`src/rtl/ptpw_pkg.sv`:
```
// Shared constants, types and the palette for the planar tile writer.
package ptpw_pkg;

   // Frame geometry
   localparam int FRAME_PIXELS_WIDE = 128;
   localparam int FRAME_PIXELS_HIGH = 112;
   localparam int TILE_LINES        = 8;
   localparam int PIXELS_PER_WRITE  = 8;
   localparam int HEADER_BYTES      = 3;

   localparam int TILE_COLS = FRAME_PIXELS_WIDE / PIXELS_PER_WRITE;
   localparam int COL_W     = (TILE_COLS > 1) ? $clog2(TILE_COLS) : 1;
   localparam int LINE_W    = (TILE_LINES > 1) ? $clog2(TILE_LINES) : 1;
   localparam int ROW_W     = $clog2(FRAME_PIXELS_HIGH + TILE_LINES + 1);
   localparam int HDR_W     = $clog2(HEADER_BYTES + 1);

   // Fixed field widths
   localparam int ACTION_W = 2;
   localparam int BYTE_W   = 8;
   localparam int ADDR_W   = 14;
   localparam int PIXEL_W  = 16;

   typedef enum logic [ACTION_W-1:0] {
      ACT_COMMAND = 2'd0,
      ACT_DATA    = 2'd1,
      ACT_COMMIT  = 2'd2
   } action_type;

   typedef logic [PIXEL_W-1:0] pixel_type;
   // Element k is the k-th pixel from the left (plane bit 7-k)
   typedef pixel_type [PIXELS_PER_WRITE-1:0] pixel_row_type;

   localparam pixel_type PALETTE [4] = '{16'h80FF, 16'h8055, 16'h80AA, 16'h8000};

   typedef struct packed {
      logic                write_valid;
      logic [ADDR_W-1:0]   pixel_address;
      pixel_row_type       pixels;
      logic                frame_done;
      logic                busy_led;
   } result_type;

endpackage

```
`src/rtl/ptpw_channels.sv`:
```
// Channel interfaces: input items, results and the configuration write.
interface ptpw_req_if import ptpw_pkg::*; ();
   logic              valid;
   logic              ready;
   logic [ACTION_W-1:0] action;
   logic [BYTE_W-1:0]   data_byte;

   modport source (output valid, action, data_byte, input ready);
   modport sink   (input valid, action, data_byte, output ready);
endinterface

interface ptpw_rsp_if import ptpw_pkg::*; ();
   logic              valid;
   logic              ready;
   logic              write_valid;
   logic [ADDR_W-1:0] pixel_address;
   logic [PIXEL_W-1:0] pixel_0;
   logic [PIXEL_W-1:0] pixel_1;
   logic [PIXEL_W-1:0] pixel_2;
   logic [PIXEL_W-1:0] pixel_3;
   logic [PIXEL_W-1:0] pixel_4;
   logic [PIXEL_W-1:0] pixel_5;
   logic [PIXEL_W-1:0] pixel_6;
   logic [PIXEL_W-1:0] pixel_7;
   logic              frame_done;
   logic              busy_led;

   modport source (output valid, write_valid, pixel_address, pixel_0, pixel_1, pixel_2,
                   pixel_3, pixel_4, pixel_5, pixel_6, pixel_7, frame_done, busy_led,
                   input ready);
   modport sink   (input valid, write_valid, pixel_address, pixel_0, pixel_1, pixel_2,
                   pixel_3, pixel_4, pixel_5, pixel_6, pixel_7, frame_done, busy_led,
                   output ready);
endinterface

interface ptpw_csr_if import ptpw_pkg::*; ();
   logic              valid;
   logic              ready;
   logic [BYTE_W-1:0] data;

   modport source (output valid, data, input ready);
   modport sink   (input valid, data, output ready);
endinterface

```
`src/rtl/ptpw_pixel_decode.sv`:
```
// Two-bitplane to palette pixel decode for one eight-pixel line.
module ptpw_pixel_decode import ptpw_pkg::*; (
   input  logic [BYTE_W-1:0] low_plane,
   input  logic [BYTE_W-1:0] high_plane,
   output pixel_row_type     pixels
);

   // Combine plane bits into a color index, leftmost pixel from bit 7
   always_comb begin
      for (int k = 0; k < PIXELS_PER_WRITE; k++) begin
         pixels[k] = PALETTE[{high_plane[BYTE_W-1-k], low_plane[BYTE_W-1-k]}];
      end
   end

endmodule

```
`src/rtl/planar_tile_to_pixel_writer.sv`:
```
// Top level of the planar tile to pixel writer.
//
//  channel | dir | payload                                   | accepted when
//  req     | in  | action, data_byte                         | valid && ready
//  rsp     | out | write_valid, pixel_address, pixel_0..7,   | valid && ready
//          |     | frame_done, busy_led                      |
//  csr     | in  | data (transfer code)                      | valid && ready
//
// One transaction in, one result out; the result is valid in the cycle after the
// transaction is taken, and a new transaction is taken every cycle unless a stall on
// rsp holds it off. The result register is the only stage: req.ready is high while it
// is empty or being drained, so a stall on rsp holds off req. csr.ready is always high.
// Synchronous active-high reset clears the control state and sets the transfer code to 4.
module planar_tile_to_pixel_writer import ptpw_pkg::*; (
   input logic       clock,
   input logic       reset,
   ptpw_req_if.sink  req,
   ptpw_rsp_if.source rsp,
   ptpw_csr_if.sink  csr
);

   localparam logic [BYTE_W-1:0] CODE_RESET = 8'd4;

   logic [BYTE_W-1:0] transfer_code_ff;
   logic              armed_ff, armed_in;
   logic [HDR_W-1:0]  byte_count_ff, byte_count_in;
   logic              pair_phase_ff, pair_phase_in;
   logic [BYTE_W-1:0] low_plane_ff, low_plane_in;
   logic [COL_W-1:0]  tile_column_ff, tile_column_in;
   logic [ROW_W-1:0]  tile_row_base_ff, tile_row_base_in;
   logic [LINE_W-1:0] line_in_tile_ff, line_in_tile_in;
   logic              rsp_valid_ff, rsp_valid_in;
   result_type        result_ff, result_in;

   logic              accept;
   logic              do_write;
   logic              do_done;
   logic [ADDR_W-1:0] addr_full;
   pixel_row_type     pixels;

   // Configuration register
   assign csr.ready = 1'b1;

   always_ff @(posedge clock) begin
      if (reset) begin
         transfer_code_ff <= CODE_RESET;
      end else if (csr.valid) begin
         transfer_code_ff <= csr.data;
      end
   end

   // Take a transaction whenever the result register is free or draining
   assign req.ready = !rsp_valid_ff || rsp.ready;
   assign accept    = req.valid && req.ready;

   // Next state for one transaction
   always_comb begin
      armed_in         = armed_ff;
      byte_count_in    = byte_count_ff;
      pair_phase_in    = pair_phase_ff;
      low_plane_in     = low_plane_ff;
      tile_column_in   = tile_column_ff;
      tile_row_base_in = tile_row_base_ff;
      line_in_tile_in  = line_in_tile_ff;
      do_write         = 1'b0;
      do_done          = 1'b0;
      unique case (action_type'(req.action))
         ACT_COMMAND: begin
            armed_in         = (req.data_byte == transfer_code_ff);
            byte_count_in    = '0;
            pair_phase_in    = 1'b0;
            tile_column_in   = '0;
            tile_row_base_in = '0;
            line_in_tile_in  = '0;
         end
         ACT_DATA: begin
            if (armed_ff) begin
               if (byte_count_ff < HDR_W'(HEADER_BYTES)) begin
                  byte_count_in = byte_count_ff + 1'b1;
               end else if (!pair_phase_ff) begin
                  low_plane_in  = req.data_byte;
                  pair_phase_in = 1'b1;
               end else begin
                  pair_phase_in = 1'b0;
                  do_write      = 1'b1;
                  // Advance down the tile, then across, then to the next tile row
                  if (line_in_tile_ff == LINE_W'(TILE_LINES - 1)) begin
                     line_in_tile_in = '0;
                     if (tile_column_ff == COL_W'(TILE_COLS - 1)) begin
                        tile_column_in = '0;
                        if (tile_row_base_ff + ROW_W'(TILE_LINES) >=
                            ROW_W'(FRAME_PIXELS_HIGH)) begin
                           tile_row_base_in = '0;
                        end else begin
                           tile_row_base_in = tile_row_base_ff + ROW_W'(TILE_LINES);
                        end
                     end else begin
                        tile_column_in = tile_column_ff + 1'b1;
                     end
                  end else begin
                     line_in_tile_in = line_in_tile_ff + 1'b1;
                  end
               end
            end
         end
         ACT_COMMIT: begin
            do_done  = armed_ff;
            armed_in = 1'b0;
         end
         default: begin
         end
      endcase
   end

   // Frame index of the leftmost pixel
   assign addr_full = ADDR_W'((32'(tile_row_base_ff) + 32'(line_in_tile_ff))
                              * 32'(FRAME_PIXELS_WIDE)
                              + 32'(tile_column_ff) * 32'(PIXELS_PER_WRITE));

   ptpw_pixel_decode u_decode (
      .low_plane  (low_plane_ff),
      .high_plane (req.data_byte),
      .pixels     (pixels)
   );

   // Build the result; zero the write fields when nothing is written
   always_comb begin
      result_in.write_valid   = do_write;
      result_in.pixel_address = do_write ? addr_full : '0;
      result_in.pixels        = do_write ? pixels : '0;
      result_in.frame_done    = do_done;
      result_in.busy_led      = armed_in;
   end

   // Hold the result until it is taken
   assign rsp_valid_in = accept || (rsp_valid_ff && !rsp.ready);

   always_ff @(posedge clock) begin
      if (reset) begin
         armed_ff         <= 1'b0;
         byte_count_ff    <= '0;
         pair_phase_ff    <= 1'b0;
         low_plane_ff     <= '0;
         tile_column_ff   <= '0;
         tile_row_base_ff <= '0;
         line_in_tile_ff  <= '0;
         rsp_valid_ff     <= 1'b0;
      end else begin
         rsp_valid_ff <= rsp_valid_in;
         if (accept) begin
            armed_ff         <= armed_in;
            byte_count_ff    <= byte_count_in;
            pair_phase_ff    <= pair_phase_in;
            low_plane_ff     <= low_plane_in;
            tile_column_ff   <= tile_column_in;
            tile_row_base_ff <= tile_row_base_in;
            line_in_tile_ff  <= line_in_tile_in;
         end
      end
   end

   always_ff @(posedge clock) begin
      if (accept) begin
         result_ff <= result_in;
      end
   end

   // Drive the result channel
   assign rsp.valid         = rsp_valid_ff;
   assign rsp.write_valid   = result_ff.write_valid;
   assign rsp.pixel_address = result_ff.pixel_address;
   assign rsp.pixel_0       = result_ff.pixels[0];
   assign rsp.pixel_1       = result_ff.pixels[1];
   assign rsp.pixel_2       = result_ff.pixels[2];
   assign rsp.pixel_3       = result_ff.pixels[3];
   assign rsp.pixel_4       = result_ff.pixels[4];
   assign rsp.pixel_5       = result_ff.pixels[5];
   assign rsp.pixel_6       = result_ff.pixels[6];
   assign rsp.pixel_7       = result_ff.pixels[7];
   assign rsp.frame_done    = result_ff.frame_done;
   assign rsp.busy_led      = result_ff.busy_led;

endmodule

```
`src/flat_wrapper.sv`:
```
// flat-port wrapper written by rule: the top's interface ports become plain ports
module planar_tile_to_pixel_writer_flat import ptpw_pkg::*;
  (clock, reset, req_valid, req_action, req_data_byte, req_ready, rsp_valid, rsp_write_valid, rsp_pixel_address, rsp_pixel_0, rsp_pixel_1, rsp_pixel_2, rsp_pixel_3, rsp_pixel_4, rsp_pixel_5, rsp_pixel_6, rsp_pixel_7, rsp_frame_done, rsp_busy_led, rsp_ready, csr_valid, csr_data, csr_ready);
  ptpw_req_if req_i ();
  ptpw_rsp_if rsp_i ();
  ptpw_csr_if csr_i ();
  input logic clock;
  input logic reset;
  input wire logic [$bits(req_i.valid)-1:0] req_valid;
  input wire logic [$bits(req_i.action)-1:0] req_action;
  input wire logic [$bits(req_i.data_byte)-1:0] req_data_byte;
  output wire logic [$bits(req_i.ready)-1:0] req_ready;
  output wire logic [$bits(rsp_i.valid)-1:0] rsp_valid;
  output wire logic [$bits(rsp_i.write_valid)-1:0] rsp_write_valid;
  output wire logic [$bits(rsp_i.pixel_address)-1:0] rsp_pixel_address;
  output wire logic [$bits(rsp_i.pixel_0)-1:0] rsp_pixel_0;
  output wire logic [$bits(rsp_i.pixel_1)-1:0] rsp_pixel_1;
  output wire logic [$bits(rsp_i.pixel_2)-1:0] rsp_pixel_2;
  output wire logic [$bits(rsp_i.pixel_3)-1:0] rsp_pixel_3;
  output wire logic [$bits(rsp_i.pixel_4)-1:0] rsp_pixel_4;
  output wire logic [$bits(rsp_i.pixel_5)-1:0] rsp_pixel_5;
  output wire logic [$bits(rsp_i.pixel_6)-1:0] rsp_pixel_6;
  output wire logic [$bits(rsp_i.pixel_7)-1:0] rsp_pixel_7;
  output wire logic [$bits(rsp_i.frame_done)-1:0] rsp_frame_done;
  output wire logic [$bits(rsp_i.busy_led)-1:0] rsp_busy_led;
  input wire logic [$bits(rsp_i.ready)-1:0] rsp_ready;
  input wire logic [$bits(csr_i.valid)-1:0] csr_valid;
  input wire logic [$bits(csr_i.data)-1:0] csr_data;
  output wire logic [$bits(csr_i.ready)-1:0] csr_ready;
  assign req_i.valid = req_valid;
  assign req_i.action = req_action;
  assign req_i.data_byte = req_data_byte;
  assign req_ready = req_i.ready;
  assign rsp_valid = rsp_i.valid;
  assign rsp_write_valid = rsp_i.write_valid;
  assign rsp_pixel_address = rsp_i.pixel_address;
  assign rsp_pixel_0 = rsp_i.pixel_0;
  assign rsp_pixel_1 = rsp_i.pixel_1;
  assign rsp_pixel_2 = rsp_i.pixel_2;
  assign rsp_pixel_3 = rsp_i.pixel_3;
  assign rsp_pixel_4 = rsp_i.pixel_4;
  assign rsp_pixel_5 = rsp_i.pixel_5;
  assign rsp_pixel_6 = rsp_i.pixel_6;
  assign rsp_pixel_7 = rsp_i.pixel_7;
  assign rsp_frame_done = rsp_i.frame_done;
  assign rsp_busy_led = rsp_i.busy_led;
  assign rsp_i.ready = rsp_ready;
  assign csr_i.valid = csr_valid;
  assign csr_i.data = csr_data;
  assign csr_ready = csr_i.ready;
  planar_tile_to_pixel_writer u_core (.clock(clock), .reset(reset), .req(req_i), .rsp(rsp_i), .csr(csr_i));
endmodule
```
`config.mk`:
```
export PLATFORM = sky130hd
export DESIGN_NAME = planar_tile_to_pixel_writer_flat
export DESIGN_NICKNAME = d
export VERILOG_FILES = /design/src/rtl/ptpw_pkg.sv /design/src/rtl/ptpw_channels.sv /design/src/rtl/ptpw_pixel_decode.sv /design/src/rtl/planar_tile_to_pixel_writer.sv /design/src/flat_wrapper.sv
export SDC_FILE = /design/constraint.sdc
export NUM_CORES = 1
export LEC_CHECK = 0
export BUFFER_PORTS_ARGS = -buffer_cell sky130_fd_sc_hd__buf_2
export CELL_PAD_IN_SITES_DETAIL_PLACEMENT = 0
export CELL_PAD_IN_SITES_GLOBAL_PLACEMENT = 2
export CORE_ASPECT_RATIO = 0.7
export CORE_MARGIN = 2
export CORE_UTILIZATION = 29
export CTS_CLUSTER_DIAMETER = 40
export DETAILED_ROUTE_END_ITERATION = 7
export PLACE_DENSITY_LB_ADDON = 0.15
export SYNTH_ARGS = -nofsm -noshare
export SYNTH_HDL_FRONTEND = slang
export SYNTH_SLANG_ARGS = --single-unit
```
`constraint.sdc`:
```
create_clock -name clock -period 4 [get_ports clock]
set_input_delay 0.6 -clock clock [delete_from_list [all_inputs] [get_ports clock]]
set_output_delay 0.6 -clock clock [all_outputs]
set_load 0.005 [all_outputs]
```
==> results of run 1 <==
==> final timing paths <==
check / from / end / slack, ns / depth (start not counted)
setup / recovery: u_core.byte_count_ff[0] / u_core.low_plane_ff[7] / 1.96 / 5
hold / removal: u_core.byte_count_ff[1] / u_core.byte_count_ff[1] / 0.48 / 2
setup reg to reg: u_core.byte_count_ff[0] / u_core.low_plane_ff[7] / 1.96 / 5
hold reg to reg: u_core.byte_count_ff[1] / u_core.byte_count_ff[1] / 0.48 / 2
==> stage by stage <==
step / worst slack (ns) / cell area, µm² / power (µW)
3_5_place_dp: 1.627 / 3637 / 847.3
6_report: 1.955 / 3929 / 1593
3_3_place_gp: 1.660 / 3637 / 847.4
2_1_floorplan: 1.853 / 3775 / 853.9
5_1_grt: 1.778 / 3929 / 1663
4_1_cts: 1.922 / 3929 / 1622
==> registers in the layout, indices dropped and copies added (netlist names), 2 cells and up <==
register                  count
u_core.rsp.pixel_address     11
u_core.low_plane_ff           8
u_core.transfer_code_ff       8
u_core.tile_column_ff         4
u_core.tile_row_base_ff       4
u_core.line_in_tile_ff        3
u_core.rsp.pixel_6            3
u_core.byte_count_ff          2
u_core.rsp.pixel_0            2
u_core.rsp.pixel_1            2
u_core.rsp.pixel_2            2
u_core.rsp.pixel_3            2
u_core.rsp.pixel_4            2
u_core.rsp.pixel_5            2
u_core.rsp.pixel_7            2
==> cell families (layout without fill, tap and decap cells) <==
group / after synthesis / after routing / share of synthesized area [%]
AND/OR/NAND/NOR: 90 / 90 / 12.64
buffers and inverters: 133 / 137 / 26.27
AO/OA/AOI/OAI: 34 / 34 / 6.550
flip-flops: 63 / 63 / 44.23
adder cells (fa/ha/maj): 6 / 6 / 2.113
other: 2 / 61 / 0.2113
multiplexers: 17 / 17 / 4.789
XOR/XNOR: 13 / 13 / 3.204
==> metal layers <==
metal | share of wire (%) | wire length, µm | vias up | GRT usage [%]
li1 | - | - | 1149 | -
met1 | 47 | 3528 | 1085 | 15.67
met2 | 42 | 3154 | 123 | 16.16
met3 | 9.0 | 670 | 12 | 3.826
met4 | 1.7 | 130 | 0 | 4.808
met5 | 0 | 0 | - | 0
==> power by group <==
| part | switching, µW | leakage [µW] | internal [µW] | total, µW |
|---|---|---|---|---|
| clock network | 267 | 0.000138 | 495 | 762 |
| logic | 72.6 | 0.00120 | 48.2 | 121 |
| registers | 12.7 | 0.000573 | 698 | 711 |
| total | 352 | 0.00191 | 1240 | 1590 |
==> cells in the mapped netlist (all sizes together) (6+ instances only) <==
cell type	n	share of area, %
ha	6	2.1
nand2b	6	1.1
dfxtp	32	18
nor2	40	4.2
xnor2	9	2.2
edfxtp	31	26
nand3	10	1.4
inv	9	0.95
and2	11	1.9
buf	119	25
mux2i	17	4.8
a21oi	10	1.4
o21ai	6	0.85
==> cell usage in the layout, fill, tap and decap left out, drive strengths merged, types with 2 or more instances in the layout <==
cell      n
a211o     3
a211oi    3
a21oi    10
a22o      5
and2     11
buf     112
clkbuf   12
clkinv    2
conb     61
dfxtp    32
edfxtp   31
ha        6
inv       9
mux2i    17
nand2     5
nand2b    6
nand3    10
nand4     4
nor2     40
nor3      4
o21ai     6
or4       2
xnor2     9
xor2      4
==> worst max-delay path, stage by stage, from the launching register on <==
cell and delay, ns:
dfxtp_1 0.34, ha_1 0.27, and3b_1 0.29, nand4_1 0.58, mux2i_1 0.37, nor2_1 0.06
==> cell type report <==
cell class,instances,area share [%]
flip-flops and latches,63,40.00
multi-input cells,221,32.32
repair buffers,112,14.39
clock buffers,12,6.274
well taps,157,5.000
clock inverters,4,1.146
inverters,9,0.8599
==> impl_results.html, run 1 <==
<table>
<tr><th>Metric</th><th>Value</th></tr>
<tr><th colspan="2">Yosys</th></tr>
<tr><td>Synth Cell Area</td><td>3553 µm²</td></tr>
<tr><td>Avg Cell Area, Syn</td><td>9.926 µm²</td></tr>
<tr><td>Cell count after synthesis</td><td>358</td></tr>
<tr><td>Async set-or-reset flop fraction in the synthesized netlist</td><td>0%</td></tr>
<tr><td>Most used flip-flop cell after synthesis</td><td>dfxtp_1</td></tr>
<tr><td>Number of flops mapped to enable cells by yosys</td><td>31</td></tr>
<tr><td>Number of distinct library cells after synthesis</td><td>43</td></tr>
<tr><td>Flop and latch count out of synthesis</td><td>63</td></tr>
<tr><td>Sequential share of the synthesized area</td><td>44.23%</td></tr>
<tr><td>Warnings, synthesis</td><td>0</td></tr>
<tr><th colspan="2">Clocking</th></tr>
<tr><td>Clk_lat worst skew</td><td>0.33 ns</td></tr>
<tr><td>Number of sinks handled by clock tree synthesis</td><td>63</td></tr>
<tr><td>Maximum root-to-sink buffer count</td><td>2</td></tr>
<tr><td>Setup fix buffers added after clock tree synthesis</td><td>0</td></tr>
<tr><td>Number of clock buffers inserted by TritonCTS</td><td>9</td></tr>
<tr><td>Number of levels the H-tree was split into</td><td>3</td></tr>
<tr><td>Clock root buffer master</td><td>clkbuf_16</td></tr>
<tr><td>Clock tree from TritonCTS</td><td>built</td></tr>
<tr><td>Number of resized instances in the post-cts repair step</td><td>0</td></tr>
<tr><td>Clock transition time at the flip-flop clock pins of the worst setup and hold paths</td><td>0.05 ns</td></tr>
<tr><td>CTS Hold Bufs</td><td>0</td></tr>
<tr><th colspan="2">Final layout</th></tr>
<tr><td>Utilization after layout</td><td>33.27%</td></tr>
<tr><td>Sequential cell area in the final layout</td><td>1572 µm²</td></tr>
<tr><td>Non-filler cells, final</td><td>578</td></tr>
<tr><td>Number of nets at the end of the flow</td><td>445</td></tr>
<tr><td>Post-synthesis to final-layout area growth</td><td>10.56%</td></tr>
<tr><td>Multi-input gate area in the final layout</td><td>1270 µm²</td></tr>
<tr><td>Number of filler instances in the final layout</td><td>1,241</td></tr>
<tr><td>Share of final-layout standard cells stronger than drive strength 1</td><td>30.40%</td></tr>
<tr><td>Diodes inserted</td><td>0</td></tr>
<tr><th colspan="2">Flow run</th></tr>
<tr><td>Max_cap viols</td><td>0</td></tr>
<tr><th colspan="2">GRT</th></tr>
<tr><td>First-pass GRT wire length</td><td>11,340 µm</td></tr>
<tr><td>Initial antenna violation count</td><td>0</td></tr>
<tr><td>Overall routing resource usage</td><td>11.38%</td></tr>
<tr><td>Maximum number of pins on one net before global-route repair</td><td>29</td></tr>
<tr><td>Vias in the first global route</td><td>2,027</td></tr>
<tr><td>Congestion Overflow GR</td><td>0</td></tr>
<tr><th colspan="2">Critical path</th></tr>
<tr><td>Critical Path RT</td><td>4.20 ns</td></tr>
<tr><td>Class of the most critical setup path</td><td>flip-flop to flip-flop</td></tr>
<tr><td>Type of element capturing the critical path</td><td>flip-flop</td></tr>
<tr><td>Top fanout value on the critical path</td><td>9</td></tr>
<tr><td>Worst Setup Start Kind</td><td>flip-flop</td></tr>
<tr><td>Data arrival time of the critical path</td><td>2.24 ns</td></tr>
<tr><th colspan="2">Detailed routing</th></tr>
<tr><td>Drt initial violations</td><td>115</td></tr>
<tr><td>DRC</td><td>0</td></tr>
<tr><td>Count of nets left with antenna violations after detail routing</td><td>0</td></tr>
<tr><td>Average via count per standard cell</td><td>4.099</td></tr>
<tr><td>Final WL</td><td>7483 µm</td></tr>
<tr><td>Wire length per cell</td><td>12.95 µm</td></tr>
<tr><td>Detailed-router iteration count before antenna repair</td><td>4</td></tr>
<tr><td>Total number of vias</td><td>2,369</td></tr>
<tr><th colspan="2">Timing</th></tr>
<tr><td>Unrepaired setup endpoints after global routing</td><td>false</td></tr>
<tr><td>Final critical delay including setup and external delays</td><td>2.045 ns</td></tr>
<tr><td>Worst hold margin</td><td>0.4830 ns</td></tr>
<tr><td>Ratio of final minimum period to clock period</td><td>51.12%</td></tr>
<tr><td>Final setup violation count</td><td>0</td></tr>
<tr><td>Tightest slew margin relative to the limit</td><td>42.77%</td></tr>
<tr><td>Number of pins with negative max-slew slack in the final report</td><td>0</td></tr>
<tr><td>Worst Skew</td><td>0.002193 ns</td></tr>
<tr><td>Slew @ Worst Pin</td><td>0.8585 ns</td></tr>
<tr><td>Count of final hold-check violations</td><td>0</td></tr>
<tr><td>Setup TNS after final layout</td><td>0 ns</td></tr>
<tr><td>F_max</td><td>489.0 MHz</td></tr>
<tr><th colspan="2">Floorplanning</th></tr>
<tr><td>Area of the core</td><td>11,810 µm²</td></tr>
<tr><td>I/O Pins</td><td>171</td></tr>
<tr><td>DIE WIDTH</td><td>136.3 µm</td></tr>
<tr><td>Die footprint</td><td>13,170 µm²</td></tr>
<tr><td>Die height</td><td>96.62 µm</td></tr>
<tr><td>Initial Utilization</td><td>30.09%</td></tr>
<tr><td>Standard-cell row count</td><td>33</td></tr>
<tr><th colspan="2">Outcome</th></tr>
<tr><td>Run status</td><td>completed</td></tr>
<tr><th colspan="2">Placement</th></tr>
<tr><td>Buffers on Ports</td><td>110</td></tr>
<tr><td>Half-perimeter wire length after detailed placement</td><td>5599 µm</td></tr>
<tr><td>Gpl congestion</td><td>0.7469</td></tr>
<tr><td>Cell count after placement</td><td>562</td></tr>
<tr><th colspan="2">Pwr</th></tr>
<tr><td>Reported leakage power</td><td>0.001912 µW</td></tr>
<tr><td>Pwr Density</td><td>405.5 nW/µm²</td></tr>
<tr><td>VDD IR-drop max</td><td>0.1946 mV</td></tr>
<tr><th colspan="2">Hold path</th></tr>
<tr><td>Hold Crit Class</td><td>flip-flop to flip-flop</td></tr>
</table>
No activity file was read; power rests on OpenSTA's default activity.
==> run 2: changes to the inputs <==
--- a/config.mk
+++ b/config.mk
@@ -10,7 +10,7 @@
 export CELL_PAD_IN_SITES_GLOBAL_PLACEMENT = 2
 export CORE_ASPECT_RATIO = 0.7
 export CORE_MARGIN = 2
-export CORE_UTILIZATION = 29
+export CORE_UTILIZATION = 24
 export CTS_CLUSTER_DIAMETER = 40
 export DETAILED_ROUTE_END_ITERATION = 7
 export PLACE_DENSITY_LB_ADDON = 0.15
==> constraint.sdc (replaced) <==
create_clock -name clock -period 1.8 [get_ports clock]
set_input_delay 0.27 -clock clock [delete_from_list [all_inputs] [get_ports clock]]
set_output_delay 0.27 -clock clock [all_outputs]
set_load 0.005 [all_outputs]
==> impl_results.html, run 2 (synthesized netlist as in run 1, its figures left out) <==
<table>
<tr><th>Metric</th><th>Value</th></tr>
<tr><th colspan="2">Final layout</th></tr>
<tr><td>Diodes inserted</td><td>0 (unchanged)</td></tr>
<tr><td>Share of final-layout standard cells stronger than drive strength 1</td><td>35.00% (+4.6 points)</td></tr>
<tr><td>Number of flip-flops under the largest register name</td><td>11 (unchanged)</td></tr>
<tr><td>Number of filler instances in the final layout</td><td>1,571 (+27%)</td></tr>
<tr><td>Most frequent cells in the layout</td><td>buf_2 (110), conb_1 (61), nor2_1 (40)</td></tr>
<tr><td>Utilization after layout</td><td>28.85% (-4.4 points)</td></tr>
<tr><td>Post-synthesis to final-layout area growth</td><td>18.42%</td></tr>
<tr><td>Number of nets at the end of the flow</td><td>464 (+4.3%)</td></tr>
<tr><td>Most frequent standard cell in the layout excluding fill and tap cells</td><td>buf_2</td></tr>
<tr><th colspan="2">Critical path</th></tr>
<tr><td>Cell-by-cell trace of the critical path</td><td>ha_1, buf_4, and3b_1, nand3_1, inv_4, buf_12, and2_1</td></tr>
<tr><td>Delay of the slowest critical-path stage</td><td>0.32 ns (-0.26 ns)</td></tr>
<tr><td>Class of the most critical setup path</td><td>flip-flop to flip-flop</td></tr>
<tr><td>Type of element capturing the critical path</td><td>flip-flop</td></tr>
<tr><td>Crit-path slowest cell</td><td>dfxtp_1</td></tr>
<tr><td>Bufs and invs on worst path</td><td>3 (+3)</td></tr>
<tr><td>Top fanout value on the critical path</td><td>5 (-4)</td></tr>
<tr><td>Reg-to-Reg Start</td><td>u_core.byte_count_ff[0]</td></tr>
<tr><td>Cell count of the worst reg-to-reg path</td><td>7 (+2)</td></tr>
<tr><td>Worst Setup Start Kind</td><td>flip-flop</td></tr>
<tr><td>Top cell family by delay on the critical path</td><td>simple AND/OR/NAND/NOR gates</td></tr>
<tr><td>Endpoint of the lowest-slack register-to-register path</td><td>u_core.rsp.pixel_address[12]</td></tr>
<tr><td>Critical Path RT</td><td>1.88 ns (-2.32 ns)</td></tr>
<tr><td>R2r setup slk</td><td>0.1 ns (-1.86 ns)</td></tr>
<tr><td>Data arrival time of the critical path</td><td>1.78 ns (-0.46 ns)</td></tr>
<tr><td>Critical path depth in cells</td><td>7 (+2)</td></tr>
<tr><th colspan="2">Pwr</th></tr>
<tr><td>Reported leakage power</td><td>0.002036 µW (+6.5%)</td></tr>
<tr><td>Overall power after layout</td><td>3733 µW (+130%)</td></tr>
<tr><td>VDD IR-drop max</td><td>0.3966 mV (+100%)</td></tr>
<tr><td>Pwr Density</td><td>887.1 nW/µm² (+120%)</td></tr>
<tr><th colspan="2">Hold path</th></tr>
<tr><td>Worst Hold End</td><td>u_core.transfer_code_ff[2]</td></tr>
<tr><td>Worst hold path depth</td><td>3 (+1)</td></tr>
<tr><td>Hold_sp</td><td>csr_data[2]</td></tr>
<tr><td>Hold Crit Class</td><td>input port to flip-flop</td></tr>
<tr><th colspan="2">Floorplanning</th></tr>
<tr><td>Area of the core</td><td>14,580 µm² (+23%)</td></tr>
<tr><td>Die footprint</td><td>15,810 µm² (+20%)</td></tr>
<tr><td>I/O Pins</td><td>171 (unchanged)</td></tr>
<tr><td>Initial Utilization</td><td>24.37% (-5.7 points)</td></tr>
<tr><td>Standard-cell row count</td><td>37 (+12%)</td></tr>
<tr><td>Die height</td><td>105.8 µm (+9.5%)</td></tr>
<tr><td>DIE WIDTH</td><td>149.4 µm (+9.6%)</td></tr>
<tr><th colspan="2">GRT</th></tr>
<tr><td>Overall routing resource usage</td><td>9.493% (-1.9 points)</td></tr>
<tr><td>Maximum number of pins on one net before global-route repair</td><td>26 (-10%)</td></tr>
<tr><td>Vias in the first global route</td><td>2,094 (+3.3%)</td></tr>
<tr><td>First-pass GRT wire length</td><td>11,370 µm (+0.31%)</td></tr>
<tr><td>Congestion Overflow GR</td><td>0 (unchanged)</td></tr>
<tr><td>Initial antenna violation count</td><td>0 (unchanged)</td></tr>
<tr><th colspan="2">Outcome</th></tr>
<tr><td>Run status</td><td>completed</td></tr>
<tr><th colspan="2">Placement</th></tr>
<tr><td>Half-perimeter wire length after detailed placement</td><td>5796 µm (+3.5%)</td></tr>
<tr><td>Gpl congestion</td><td>0.7120 (-4.7%)</td></tr>
<tr><td>Buffers on Ports</td><td>110 (unchanged)</td></tr>
<tr><td>Pre-CTS setup slack</td><td>0.08261 ns (-1.544 ns)</td></tr>
<tr><th colspan="2">Clocking</th></tr>
<tr><td>Number of clock buffers inserted by TritonCTS</td><td>9 (unchanged)</td></tr>
<tr><td>Number of levels the H-tree was split into</td><td>3 (unchanged)</td></tr>
<tr><td>Clock tree from TritonCTS</td><td>built</td></tr>
<tr><td>Clock root buffer master</td><td>clkbuf_16</td></tr>
<tr><td>Clk_lat worst skew</td><td>0.32 ns (about the same)</td></tr>
<tr><td>Clock transition time at the flip-flop clock pins of the worst setup and hold paths</td><td>0.05 ns (about the same)</td></tr>
<tr><td>Number of sinks handled by clock tree synthesis</td><td>63 (unchanged)</td></tr>
<tr><td>Maximum root-to-sink buffer count</td><td>2 (unchanged)</td></tr>
<tr><th colspan="2">Detailed routing</th></tr>
<tr><td>Drt initial violations</td><td>75 (-35%)</td></tr>
<tr><td>Wire length per cell</td><td>12.03 µm (-7.0%)</td></tr>
<tr><td>Total number of vias</td><td>2,402 (+1.4%)</td></tr>
<tr><td>Detailed-router iteration count before antenna repair</td><td>4 (unchanged)</td></tr>
<tr><td>Count of nets left with antenna violations after detail routing</td><td>0 (unchanged)</td></tr>
<tr><td>Average via count per standard cell</td><td>3.783 (-7.7%)</td></tr>
<tr><td>DRC</td><td>0 (unchanged)</td></tr>
<tr><td>Final WL</td><td>7642 µm (+2.1%)</td></tr>
<tr><th colspan="2">Timing</th></tr>
<tr><td>Number of pins with negative max-slew slack in the final report</td><td>0 (unchanged)</td></tr>
<tr><td>Final critical delay including setup and external delays</td><td>1.700 ns (-0.3446 ns)</td></tr>
<tr><td>Setup TNS after final layout</td><td>0 ns (unchanged)</td></tr>
<tr><td>Unrepaired setup endpoints after global routing</td><td>false</td></tr>
<tr><td>Final setup violation count</td><td>0 (unchanged)</td></tr>
<tr><td>F_max</td><td>588.1 MHz (+20%)</td></tr>
<tr><td>Ratio of final minimum period to clock period</td><td>94.46% (+43 points)</td></tr>
<tr><td>Count of final hold-check violations</td><td>0 (unchanged)</td></tr>
<tr><td>Worst Skew</td><td>0.003931 ns (+0.001738 ns)</td></tr>
<tr><td>Worst path setup slack after routing</td><td>0.09970 ns (-1.855 ns)</td></tr>
<tr><th colspan="2">Flow run</th></tr>
<tr><td>Max_cap viols</td><td>0 (unchanged)</td></tr>
</table>
## run 2: per-layer routing
metal	global-route usage, %	vias to the layer above	routed length [µm]
li1	-	1189	-
met5	0	-	0
met1	13.87	1104	3978
met3	2.857	9	475
met2	13.17	100	3109
met4	3.061	0	79
## run 2: tightest hold or removal path, cell delays in order
cell,delay (ns)
buf_2,0.08
mux2i_1,0.06
nand2_1,0.06
## run 2: layout make-up
cell class	instances	area (µm²)	share of cell area (%)
tap	195	244.0	5.798
clock inverter	6	83.83	1.992
sequential	63	1572	37.35
multi-input combinational	221	1284	30.51
timing repair buffer	131	749.5	17.81
clock buffer	10	239.0	5.679
inverter	9	36.28	0.8623
## run 2: worst max-delay path by stage
stage	from	to	slack (ns)
final	u_core.byte_count_ff[0]	u_core.rsp.pixel_address[12]	0.1
after detailed placement	u_core.byte_count_ff[0]	u_core.tile_column_ff[2]	0.08
after global routing	u_core.line_in_tile_ff[0]	u_core.tile_column_ff[3]	0.01
after CTS	u_core.byte_count_ff[0]	u_core.tile_column_ff[2]	0.06
after global placement	u_core.line_in_tile_ff[0]	u_core.tile_row_base_ff[6]	0.12
after floorplan	u_core.line_in_tile_ff[0]	u_core.tile_column_ff[3]	0.12
## run 2: repair_timing
action                                  4_1_cts  5_1_grt
setup buffers                                 0        3
hold buffers                                  0        0
endpoints found under the setup margin        0        7
resized for setup                             0        5
## run 2: metrics by stage
stage	hold WS, ns	std cells	instance area (µm²)
2_1_floorplan	0.3907	417	3776
3_3_place_gp	0.4704	616	3819
3_5_place_dp	0.4823	616	3819
4_1_cts	0.1597	632	4141
5_1_grt	0.1855	635	4208
6_report	0.1716	635	4208
## run 2: report_power, final
part	total (µW)	leakage, µW	internal, µW	switching, µW
combinational	288	0.00131	120	168
clock	1870	0.000152	1240	628
sequential	1580	0.000573	1550	26.3
total	3730	0.00204	2910	822
